==> src/design/fsip_pkg.sv <==
// ----------------------------------------------------------------------------
// fsip_pkg: shared types and constants of the integer format engine
// Character codes, field limits, sequencer states and digit helpers.
// ----------------------------------------------------------------------------
package fsip_pkg;

	// field limits
	localparam int FIELD_MAX = 63;
	localparam int FW        = $clog2(FIELD_MAX + 1);
	localparam int DIGITS    = 10;
	localparam int DIG_W     = $clog2(DIGITS);
	localparam int ARG_W     = 32;
	localparam int CNT_W     = $clog2(ARG_W);

	// character codes
	localparam logic [7:0] CH_PCT   = 8'h25;
	localparam logic [7:0] CH_DOT   = 8'h2e;
	localparam logic [7:0] CH_ZERO  = 8'h30;
	localparam logic [7:0] CH_NINE  = 8'h39;
	localparam logic [7:0] CH_A     = 8'h61;
	localparam logic [7:0] CH_D     = 8'h64;
	localparam logic [7:0] CH_X     = 8'h78;
	localparam logic [7:0] CH_SPACE = 8'h20;
	localparam logic [7:0] CH_MINUS = 8'h2d;

	// parse modes
	typedef enum logic [1:0] {
		MODE_TEXT  = 2'd0,
		MODE_WIDTH = 2'd1,
		MODE_PREC  = 2'd2
	} mode_t;

	// sequencer states
	typedef enum logic [2:0] {
		ST_IDLE,
		ST_CONV,
		ST_SIZE,
		ST_SPACE,
		ST_MINUS,
		ST_ZERO,
		ST_DIGIT
	} state_t;

	typedef logic [DIGITS-1:0][3:0] digits_t;

	// ascii form of one digit, decimal or lower-case hex
	function automatic logic [7:0] digit_char(input logic [3:0] d);
		if (d < 4'd10)
			digit_char = CH_ZERO + {4'd0, d};
		else
			digit_char = CH_A + {4'd0, d} - 8'd10;
	endfunction

endpackage

==> src/design/fsip_dabble.sv <==
// ----------------------------------------------------------------------------
// fsip_dabble: bit-serial binary to digit converter
// Decimal values shift in one bit per cycle with add-3 correction;
// hex values load their nibbles directly.
// ----------------------------------------------------------------------------
module fsip_dabble (
	input  logic                   clk,
	input  logic                   arst_n,
	input  logic                   start,
	input  logic                   is_dec,
	input  logic [31:0]            mag,
	output logic                   done,
	output fsip_pkg::digits_t      digits
);
	import fsip_pkg::*;

	logic [ARG_W-1:0] mag_q;
	digits_t          bcd_q;
	digits_t          adj;
	logic [CNT_W-1:0] cnt_q;
	logic             run_q;
	logic             done_q;

	// add 3 to every digit of five or more before the shift
	always_comb begin
		for (int i = 0; i < DIGITS; i++) begin
			adj[i] = (bcd_q[i] >= 4'd5) ? bcd_q[i] + 4'd3 : bcd_q[i];
		end
	end

	// control
	always_ff @(posedge clk or negedge arst_n) begin
		if (!arst_n) begin
			run_q  <= 1'b0;
			done_q <= 1'b0;
			cnt_q  <= '0;
		end else begin
			done_q <= 1'b0;
			if (start) begin
				cnt_q  <= '0;
				run_q  <= is_dec;
				done_q <= !is_dec;
			end else if (run_q) begin
				cnt_q <= cnt_q + 1'b1;
				if (cnt_q == CNT_W'(ARG_W - 1)) begin
					run_q  <= 1'b0;
					done_q <= 1'b1;
				end
			end
		end
	end

	// shift registers
	always_ff @(posedge clk) begin
		if (start) begin
			mag_q <= mag;
			if (is_dec)
				bcd_q <= '0;
			else
				bcd_q <= digits_t'({{(DIGITS * 4 - ARG_W){1'b0}}, mag});
		end else if (run_q) begin
			mag_q <= {mag_q[ARG_W-2:0], 1'b0};
			bcd_q <= digits_t'({adj[DIGITS-1:0], mag_q[ARG_W-1]} >> 0);
		end
	end

	assign done   = done_q;
	assign digits = bcd_q;

endmodule

==> src/design/format_string_integer_printer.sv <==
// ----------------------------------------------------------------------------
// format_string_integer_printer: printf-style integer format engine
// Echoes text bytes and expands %[width][.prec]d and %[width][.prec]x conversions.
// ----------------------------------------------------------------------------
// Usage
//   Input beats on s_* carry one format byte plus the argument that is used
//   if that byte ends a conversion. Output beats on m_* carry one written
//   character and the running character count; m_tlast marks the final
//   character caused by one input beat.
//   A text byte is echoed in the cycle it is accepted and shows up in the
//   next cycle; '%', width, '.' and precision bytes write nothing. A %d
//   conversion runs the bit-serial binary to decimal converter (shifts,
//   then a done step), then a sizing step, then writes its characters;
//   %x skips the shift loop. The next input beat is taken once the last
//   character of the current one sits in the output register.
//   Reset returns the parser to text mode and clears the count.
//   When the receiver stalls, the output register holds its beat and the
//   input side and the character-writing states of the sequencer wait.
// ----------------------------------------------------------------------------
module format_string_integer_printer (
	input  logic        clk,
	input  logic        arst_n,
	input  logic        s_tvalid,
	output logic        s_tready,
	input  logic [39:0] s_tdata,   // format_char[7:0], argument[39:8]
	output logic        m_tvalid,
	input  logic        m_tready,
	output logic [39:0] m_tdata,   // out_char[7:0], total_written[39:8]
	output logic        m_tlast
);
	import fsip_pkg::*;

	state_t            state_q, state_d;
	mode_t             mode_q;
	logic [FW-1:0]     fw_q;
	logic              hasp_q;
	logic [FW-1:0]     prec_q;
	logic              neg_q;
	logic [FW-1:0]     spc_q;
	logic [FW-1:0]     zer_q;
	logic [DIG_W-1:0]  dig_q;
	logic [ARG_W-1:0]  count_q;
	logic              ovalid_q;
	logic [7:0]        ochar_q;
	logic              olast_q;

	logic [7:0]        in_char;
	logic [ARG_W-1:0]  in_arg;
	logic              accept;
	logic              slot;
	logic              is_digit;
	logic [3:0]        in_digit;
	logic [9:0]        acc_w;
	logic [9:0]        acc_p;
	logic              conv;
	logic              conv_dec;
	logic              neg_in;
	logic [ARG_W-1:0]  mag_in;
	logic              dab_done;
	digits_t           digits;

	logic [DIG_W:0]    nd;
	logic [FW-1:0]     zeros;
	logic [FW:0]       body;
	logic [FW-1:0]     spaces;

	logic              emit;
	logic [7:0]        emit_char;
	logic              emit_last;

	assign in_char  = s_tdata[7:0];
	assign in_arg   = s_tdata[39:8];
	assign slot     = !ovalid_q || m_tready;
	assign s_tready = (state_q == ST_IDLE) && slot;
	assign accept   = s_tvalid && s_tready;

	// width and precision digit accumulation
	assign is_digit = (in_char >= CH_ZERO) && (in_char <= CH_NINE);
	assign in_digit = 4'(in_char - CH_ZERO);
	assign acc_w = ({{(10 - FW){1'b0}}, fw_q} << 3) + ({{(10 - FW){1'b0}}, fw_q} << 1)
		+ {6'd0, in_digit};
	assign acc_p = ({{(10 - FW){1'b0}}, prec_q} << 3) + ({{(10 - FW){1'b0}}, prec_q} << 1)
		+ {6'd0, in_digit};

	// conversion decode
	assign conv     = (mode_q != MODE_TEXT) && !is_digit
		&& !((in_char == CH_DOT) && (mode_q == MODE_WIDTH))
		&& ((in_char == CH_D) || (in_char == CH_X));
	assign conv_dec = (in_char == CH_D);
	assign neg_in   = conv_dec && in_arg[ARG_W-1];
	assign mag_in   = neg_in ? (~in_arg + 1'b1) : in_arg;

	fsip_dabble u_dabble (
		.clk    (clk),
		.arst_n (arst_n),
		.start  (accept && conv),
		.is_dec (conv_dec),
		.mag    (mag_in),
		.done   (dab_done),
		.digits (digits)
	);

	// layout: digit count, zero padding, space padding
	always_comb begin
		nd = (DIG_W + 1)'(1);
		for (int i = 1; i < DIGITS; i++) begin
			if (digits[i] != 4'd0)
				nd = (DIG_W + 1)'(i + 1);
		end
		zeros = '0;
		if (hasp_q && ({1'b0, prec_q} > {{(FW - DIG_W){1'b0}}, nd}))
			zeros = prec_q - FW'(nd);
		body = {1'b0, zeros} + {{(FW - DIG_W){1'b0}}, nd} + {{FW{1'b0}}, neg_q};
		spaces = '0;
		if ({1'b0, fw_q} > body)
			spaces = fw_q - body[FW-1:0];
	end

	// next state and character emission
	always_comb begin
		state_d   = state_q;
		emit      = 1'b0;
		emit_char = CH_SPACE;
		emit_last = 1'b0;
		case (state_q)
			ST_IDLE: begin
				if (accept) begin
					if (mode_q == MODE_TEXT) begin
						if (in_char != CH_PCT) begin
							emit      = 1'b1;
							emit_char = in_char;
							emit_last = 1'b1;
						end
					end else if (conv) begin
						state_d = ST_CONV;
					end
				end
			end
			ST_CONV: begin
				if (dab_done)
					state_d = ST_SIZE;
			end
			ST_SIZE: begin
				if (spaces != '0)
					state_d = ST_SPACE;
				else if (neg_q)
					state_d = ST_MINUS;
				else if (zeros != '0)
					state_d = ST_ZERO;
				else
					state_d = ST_DIGIT;
			end
			ST_SPACE: begin
				if (slot) begin
					emit      = 1'b1;
					emit_char = CH_SPACE;
					if (spc_q == FW'(1)) begin
						if (neg_q)
							state_d = ST_MINUS;
						else if (zer_q != '0)
							state_d = ST_ZERO;
						else
							state_d = ST_DIGIT;
					end
				end
			end
			ST_MINUS: begin
				if (slot) begin
					emit      = 1'b1;
					emit_char = CH_MINUS;
					state_d   = (zer_q != '0) ? ST_ZERO : ST_DIGIT;
				end
			end
			ST_ZERO: begin
				if (slot) begin
					emit      = 1'b1;
					emit_char = CH_ZERO;
					if (zer_q == FW'(1))
						state_d = ST_DIGIT;
				end
			end
			ST_DIGIT: begin
				if (slot) begin
					emit      = 1'b1;
					emit_char = digit_char(digits[dig_q]);
					if (dig_q == '0) begin
						emit_last = 1'b1;
						state_d   = ST_IDLE;
					end
				end
			end
			default: begin
				state_d = ST_IDLE;
			end
		endcase
	end

	// state and parser registers
	always_ff @(posedge clk or negedge arst_n) begin
		if (!arst_n) begin
			state_q <= ST_IDLE;
			mode_q  <= MODE_TEXT;
			fw_q    <= '0;
			hasp_q  <= 1'b0;
			prec_q  <= '0;
			count_q <= '0;
		end else begin
			state_q <= state_d;
			if (emit)
				count_q <= count_q + 1'b1;
			if (accept) begin
				if (mode_q == MODE_TEXT) begin
					if (in_char == CH_PCT) begin
						mode_q <= MODE_WIDTH;
						fw_q   <= '0;
						hasp_q <= 1'b0;
						prec_q <= '0;
					end
				end else if (is_digit) begin
					if (mode_q == MODE_WIDTH)
						fw_q <= (acc_w > 10'(FIELD_MAX)) ? FW'(FIELD_MAX) : acc_w[FW-1:0];
					else
						prec_q <= (acc_p > 10'(FIELD_MAX - 1)) ? FW'(FIELD_MAX - 1)
							: acc_p[FW-1:0];
				end else if ((in_char == CH_DOT) && (mode_q == MODE_WIDTH)) begin
					mode_q <= MODE_PREC;
					hasp_q <= 1'b1;
					prec_q <= '0;
				end else begin
					mode_q <= MODE_TEXT;
				end
			end
		end
	end

	// conversion counters
	always_ff @(posedge clk) begin
		if (accept && conv)
			neg_q <= neg_in;
		if (state_q == ST_SIZE) begin
			spc_q <= spaces;
			zer_q <= zeros;
			dig_q <= DIG_W'(nd - 1'b1);
		end else if (emit) begin
			case (state_q)
				ST_SPACE: spc_q <= spc_q - 1'b1;
				ST_ZERO:  zer_q <= zer_q - 1'b1;
				ST_DIGIT: dig_q <= dig_q - 1'b1;
				default:  ;
			endcase
		end
	end

	// output register
	always_ff @(posedge clk or negedge arst_n) begin
		if (!arst_n)
			ovalid_q <= 1'b0;
		else if (emit)
			ovalid_q <= 1'b1;
		else if (m_tready)
			ovalid_q <= 1'b0;
	end

	always_ff @(posedge clk) begin
		if (emit) begin
			ochar_q <= emit_char;
			olast_q <= emit_last;
		end
	end

	assign m_tvalid = ovalid_q;
	assign m_tdata  = {count_q, ochar_q};
	assign m_tlast  = olast_q;

	// checks
	a_ready_idle: assert property (@(posedge clk) disable iff (!arst_n)
		s_tready |-> (state_q == ST_IDLE))
		else $error("input taken while a conversion runs");

	a_count_step: assert property (@(posedge clk) disable iff (!arst_n)
		emit |=> (count_q == $past(count_q) + 1'b1))
		else $error("character count out of step");

	a_space_left: assert property (@(posedge clk) disable iff (!arst_n)
		(state_q == ST_SPACE) |-> (spc_q != '0))
		else $error("space padding underflow");

	a_digit_range: assert property (@(posedge clk) disable iff (!arst_n)
		(state_q == ST_DIGIT) |-> (dig_q < DIG_W'(DIGITS)))
		else $error("digit index out of range");

endmodule

==> config.mk <==
export PLATFORM = sky130hd
export DESIGN_NAME = format_string_integer_printer
export DESIGN_NICKNAME = d
export VERILOG_FILES = /design/src/design/fsip_pkg.sv /design/src/design/fsip_dabble.sv /design/src/design/format_string_integer_printer.sv
export SDC_FILE = /design/constraint.sdc
export NUM_CORES = 1
export LEC_CHECK = 0
export ABC_AREA = 0
export BUFFER_PORTS_ARGS = -buffer_cell sky130_fd_sc_hd__clkbuf_2
export CORE_MARGIN = 1
export CORE_UTILIZATION = 65
export CTS_CLUSTER_SIZE = 30
export DETAILED_ROUTE_END_ITERATION = 16
export HOLD_SLACK_MARGIN = 0.03
export PLACE_DENSITY = 0.95
export SYNTH_ARGS = -nofsm -noshare
export SYNTH_HDL_FRONTEND = slang
export SYNTH_SLANG_ARGS = --single-unit
export TNS_END_PERCENT = 1
==> constraint.sdc <==
create_clock -name clk -period 18.75 [get_ports clk]
set_input_delay 0.9375 -clock clk [delete_from_list [all_inputs] [get_ports clk]]
set_output_delay 0.9375 -clock clk [all_outputs]
set_load 0.05 [all_outputs]
==> flow_metrics.py <==
metrics = {
    "cts": {
        "cts_sinks": 156,
        "htree_levels": 4,
        "clk_latency_ns": 0.45,
        "clockBufferDepth": 2,
        "cts_resized": 0,
        "postCtsSetupBuffers": 0,
        "path_clk_slew_ns": 0.07,
        "cts_tree": "yes",
        "cts_hold_buf": 0,
        "cts_root_buffer": "clkbuf_16",
        "cts_inserted_buffers": 17,
    },
    "detailed_routing": {
        "dr_total_vias": 8922,
        "drc": 0,
        "viasPerCell": 6.30,
        "dr.pass1.iters": 5,
        "ant_nets": 0,
        "wl_per_cell_um": 17.9,
        "totalWireLength_um": 25300,
        "drt_iter0_markers": 937,
    },
    "setup_path": {
        "crit_type": "reg -> reg",
        "slowest_delay_ns": 0.58,
        "crit_chain": "inv_1 -> ha_1 -> or3b_2 -> o211ai_1 -> a31oi_1 -> ha_1 -> fa_1 -> nand2b_1 -> o2bb2ai_1 -> a21oi_1 -> mux2_2 -> ha_1 -> a31o_2 -> fa_1 -> a21o_1 -> a21oi_1 -> inv_1 -> xnor2_1 -> ha_1 -> nor2b_1 -> o31a_1 -> o22a_1 -> nand3_1 -> o22ai_1",
        "start_kind": "flip-flop",
        "crit_required_ns": 18.94,
        "path_max_fanout": 10,
        "cpMostUsedCell": "ha_1",
        "worst_setup_path_end_kind": "flip-flop",
        "arrival_ns": 6.84,
        "critPathSlowestCell": "a21oi_1",
    },
    "pwr": {
        "p_leak_nw": 5.01,
        "peakVddDrop_mv": 0.0791,
        "p_seq_share_pct": 47.1,
        "power_frac_comb_pct": 9.8,
        "p_sw_mw": 0.237,
        "p_int_mw": 0.572,
        "p_clk_share_pct": 43.1,
        "power_density_nw_per_um2": 68.4,
        "p_sw_share_pct": 29.3,
    },
    "logic_synthesis": {
        "synth-seq-cells": 156,
        "synth_warnings": 0,
        "synth.distinct_cells": 74,
        "netlist_instances": 1113,
        "synth_nets": 1234,
        "synth-seq-area-share_pct": 41.3,
        "syn_area_per_cell_um2": 9.56,
        "async_flop_share_pct": 37.2,
        "ys.flop_type": "edfxtp_1",
        "synth_edf_count": 98,
        "syn_area_um2": 10600,
    },
    "final_layout": {
        "final_nets": 1308,
        "final_cells": 1416,
        "drive_above_1_share_pct": 13.2,
        "nFillCells": 1030,
        "antenna_cells": 0,
        "syn_to_final_growth_pct": 11.2,
    },
    "timing": {
        "setup_viol_count_final": 0,
        "finalMaxSlewViolations": 0,
        "period_share_pct": 35.5,
        "fmax_mhz": 150,
        "max-slew-margin-rel_pct": 19.3,
        "fin_skew_ns": 0.0120,
        "tightest_slew_ns": 1.20,
        "rsz0062_at_grt": "false",
        "fin_crit_ns": 6.65,
        "finalSetupTns_ns": 0,
        "hold_viol_final": 0,
    },
    "flow_run": {
        "drv_cap": 0,
    },
    "global_routing": {
        "grt.overflow.total": 0,
        "grt_pass1_wl_um": 41200,
        "grt_pass1_vias": 8528,
        "grt_usage_pct": 31.6,
        "antenna_found_initial": 0,
        "grt_max_degree": 104,
    },
    "status": {
        "status": "finished, final reports clean",
    },
    "placed_design": {
        "port_buffers": 86,
        "place_inst": 1384,
        "dpl.hpwl_um": 17600,
        "place_congestion": 0.893,
    },
    "worst_hold_path": {
        "hp-class": "reg -> reg",
    },
    "die": {
        "die_x_um": 130,
        "die_area_um2": 16900,
        "core_um2": 15900,
        "num_io_pins": 87,
        "start_util_pct": 66.7,
        "rows": 46,
        "die-height_um": 130,
    },
}
[Yosys cell counts, drive strengths merged, types with 5 or more instances]
master	number	area, um^2
nand2	130	488
o21ai	106	531
edfxtp	98	2940
a21oi	72	360
nor2	71	267
ha	70	876
xnor2	62	543
dfrtp	58	1450
inv	54	203
nand3	41	210
xor2	40	350
nand2b	25	156
nor3b	24	185
clkbuf	23	86.3
and3	20	126
nand4	18	113
buf	15	70.1
nor3	15	86.3
nor2b	13	81.3
mux2i	12	120
o31ai	10	75.1
a31oi	9	56.3
and2	9	56.3
mux4	8	180
o22ai	8	50.1
fa	7	140
nor4	7	58.8
and4	6	52.6
or3	6	40.0
or3b	6	52.6
a21o	5	37.5
o21a	5	37.5
o41ai	5	51.3
[power groups by stage]
| stage | registers, mW | clock network (mW) | logic [mW] |
|---|---|---|---|
| global placement | 0.387 | 0 | 0.0748 |
| global route | 0.382 | 0.362 | 0.0848 |
| CTS | 0.381 | 0.350 | 0.0791 |
| detailed placement | 0.388 | 0 | 0.0764 |
| finish | 0.381 | 0.349 | 0.0793 |
| floorplan | 0.414 | 0 | 0.0225 |
[final timing paths]
kind                                              startpoint                      end  slack (ns)  cells after the start
max in group asynchronous                             arst_n   count_q[9]$_DFFE_PN0P_       17.61                      2
min in group asynchronous                             arst_n    mode_q[0]$_DFFE_PN0P_        0.63                      2
worst min register to register       count_q[31]$_DFFE_PN0P_  count_q[31]$_DFFE_PN0P_        0.48                      1
worst max register to register  u_dabble.digits[8]$_DFFE_PP_       spc_q[0]$_DFFE_PP_       12.10                     24
worst max-delay path            u_dabble.digits[8]$_DFFE_PP_       spc_q[0]$_DFFE_PP_       12.10                     24
worst min-delay path                 count_q[31]$_DFFE_PN0P_  count_q[31]$_DFFE_PN0P_        0.48                      1
[layout by cell type (no fill, tap or decap), drive strengths merged, types with 12 or more instances in the layout]
master / count
a21oi: 72
and3: 20
clkbuf: 103
dfrtp: 58
edfxtp: 98
ha: 70
inv: 67
mux2i: 12
nand2: 130
nand2b: 25
nand3: 41
nand4: 18
nor2: 71
nor2b: 13
nor3: 15
nor3b: 24
o21ai: 106
xnor2: 62
xor2: 40
[layer usage]
metal / vias to the layer above / GRT usage (%) / part of all wire (%)
met3: 77 / 5.95 / 7.1
met2: 473 / 52.7 / 49
met4: 0 / 14.0 / 3.3
met5: - / 0 / 0
li1: 4174 / - / -
met1: 4198 / 40.4 / 41
[critical path: cells and delay by family (launching register included)]
kind	cells	cell delay (ns)
AOI/OAI and AO/OA	10	2.36
adders and majority gates	6	1.88
and+or+nand+nor	4	1.00
DFF	1	0.43
muxes	1	0.42
buffers and inverters	2	0.22
xor gates and xnor gates	1	0.12
[through the flow]
step	total power [mW]	instance area, um^2	hold slack (ns)	utilization [%]	worst slack (ns)
floorplan	0.436	10600	0.493	-	12.80
global placement	0.461	11200	0.461	70.5	12.43
detailed placement	0.464	11200	0.469	70.5	12.18
CTS	0.810	11800	0.478	74.2	12.15
global route	0.830	11800	0.517	74.2	11.72
finish	0.809	11800	0.483	74.2	12.10
[registers in the layout, indices dropped and copies added (netlist names)]
signal / cells
u_dabble.digits: 40
count_q: 32
u_dabble.done: 1
state_q: 3
prec_q: 6
dig_q: 4
hasp_q: 1
m_tlast: 1
fw_q: 6
u_dabble.run_q: 1
zer_q: 6
neg_q: 1
u_dabble.mag_q: 32
m_tvalid: 1
u_dabble.cnt_q: 5
spc_q: 6
mode_q: 2
ochar_q: 8
[area by class of cell]
cell class	count	area, um^2	area share (%)
Sequential cell	156	4390	37.2
Clock inverter	15	161	1.37
Multi-Input combinational cell	864	5880	49.8
Clock buffer	17	425	3.60
Timing Repair Buffer	93	483	4.09
Inverter	55	206	1.75
Tap cell	216	270	2.29
[kinds of logic after synthesis]
group | count (synthesis) | share of synthesized area (%)
and+or+nand+nor | 409 | 20.2
AOI/OAI and AO/OA | 253 | 14.0
DFF | 156 | 41.3
xor gates and xnor gates | 102 | 8.40
buffers and inverters | 93 | 3.41
adders and majority gates | 78 | 9.65
muxes | 22 | 3.03
Power figures use the tool's default switching activity.
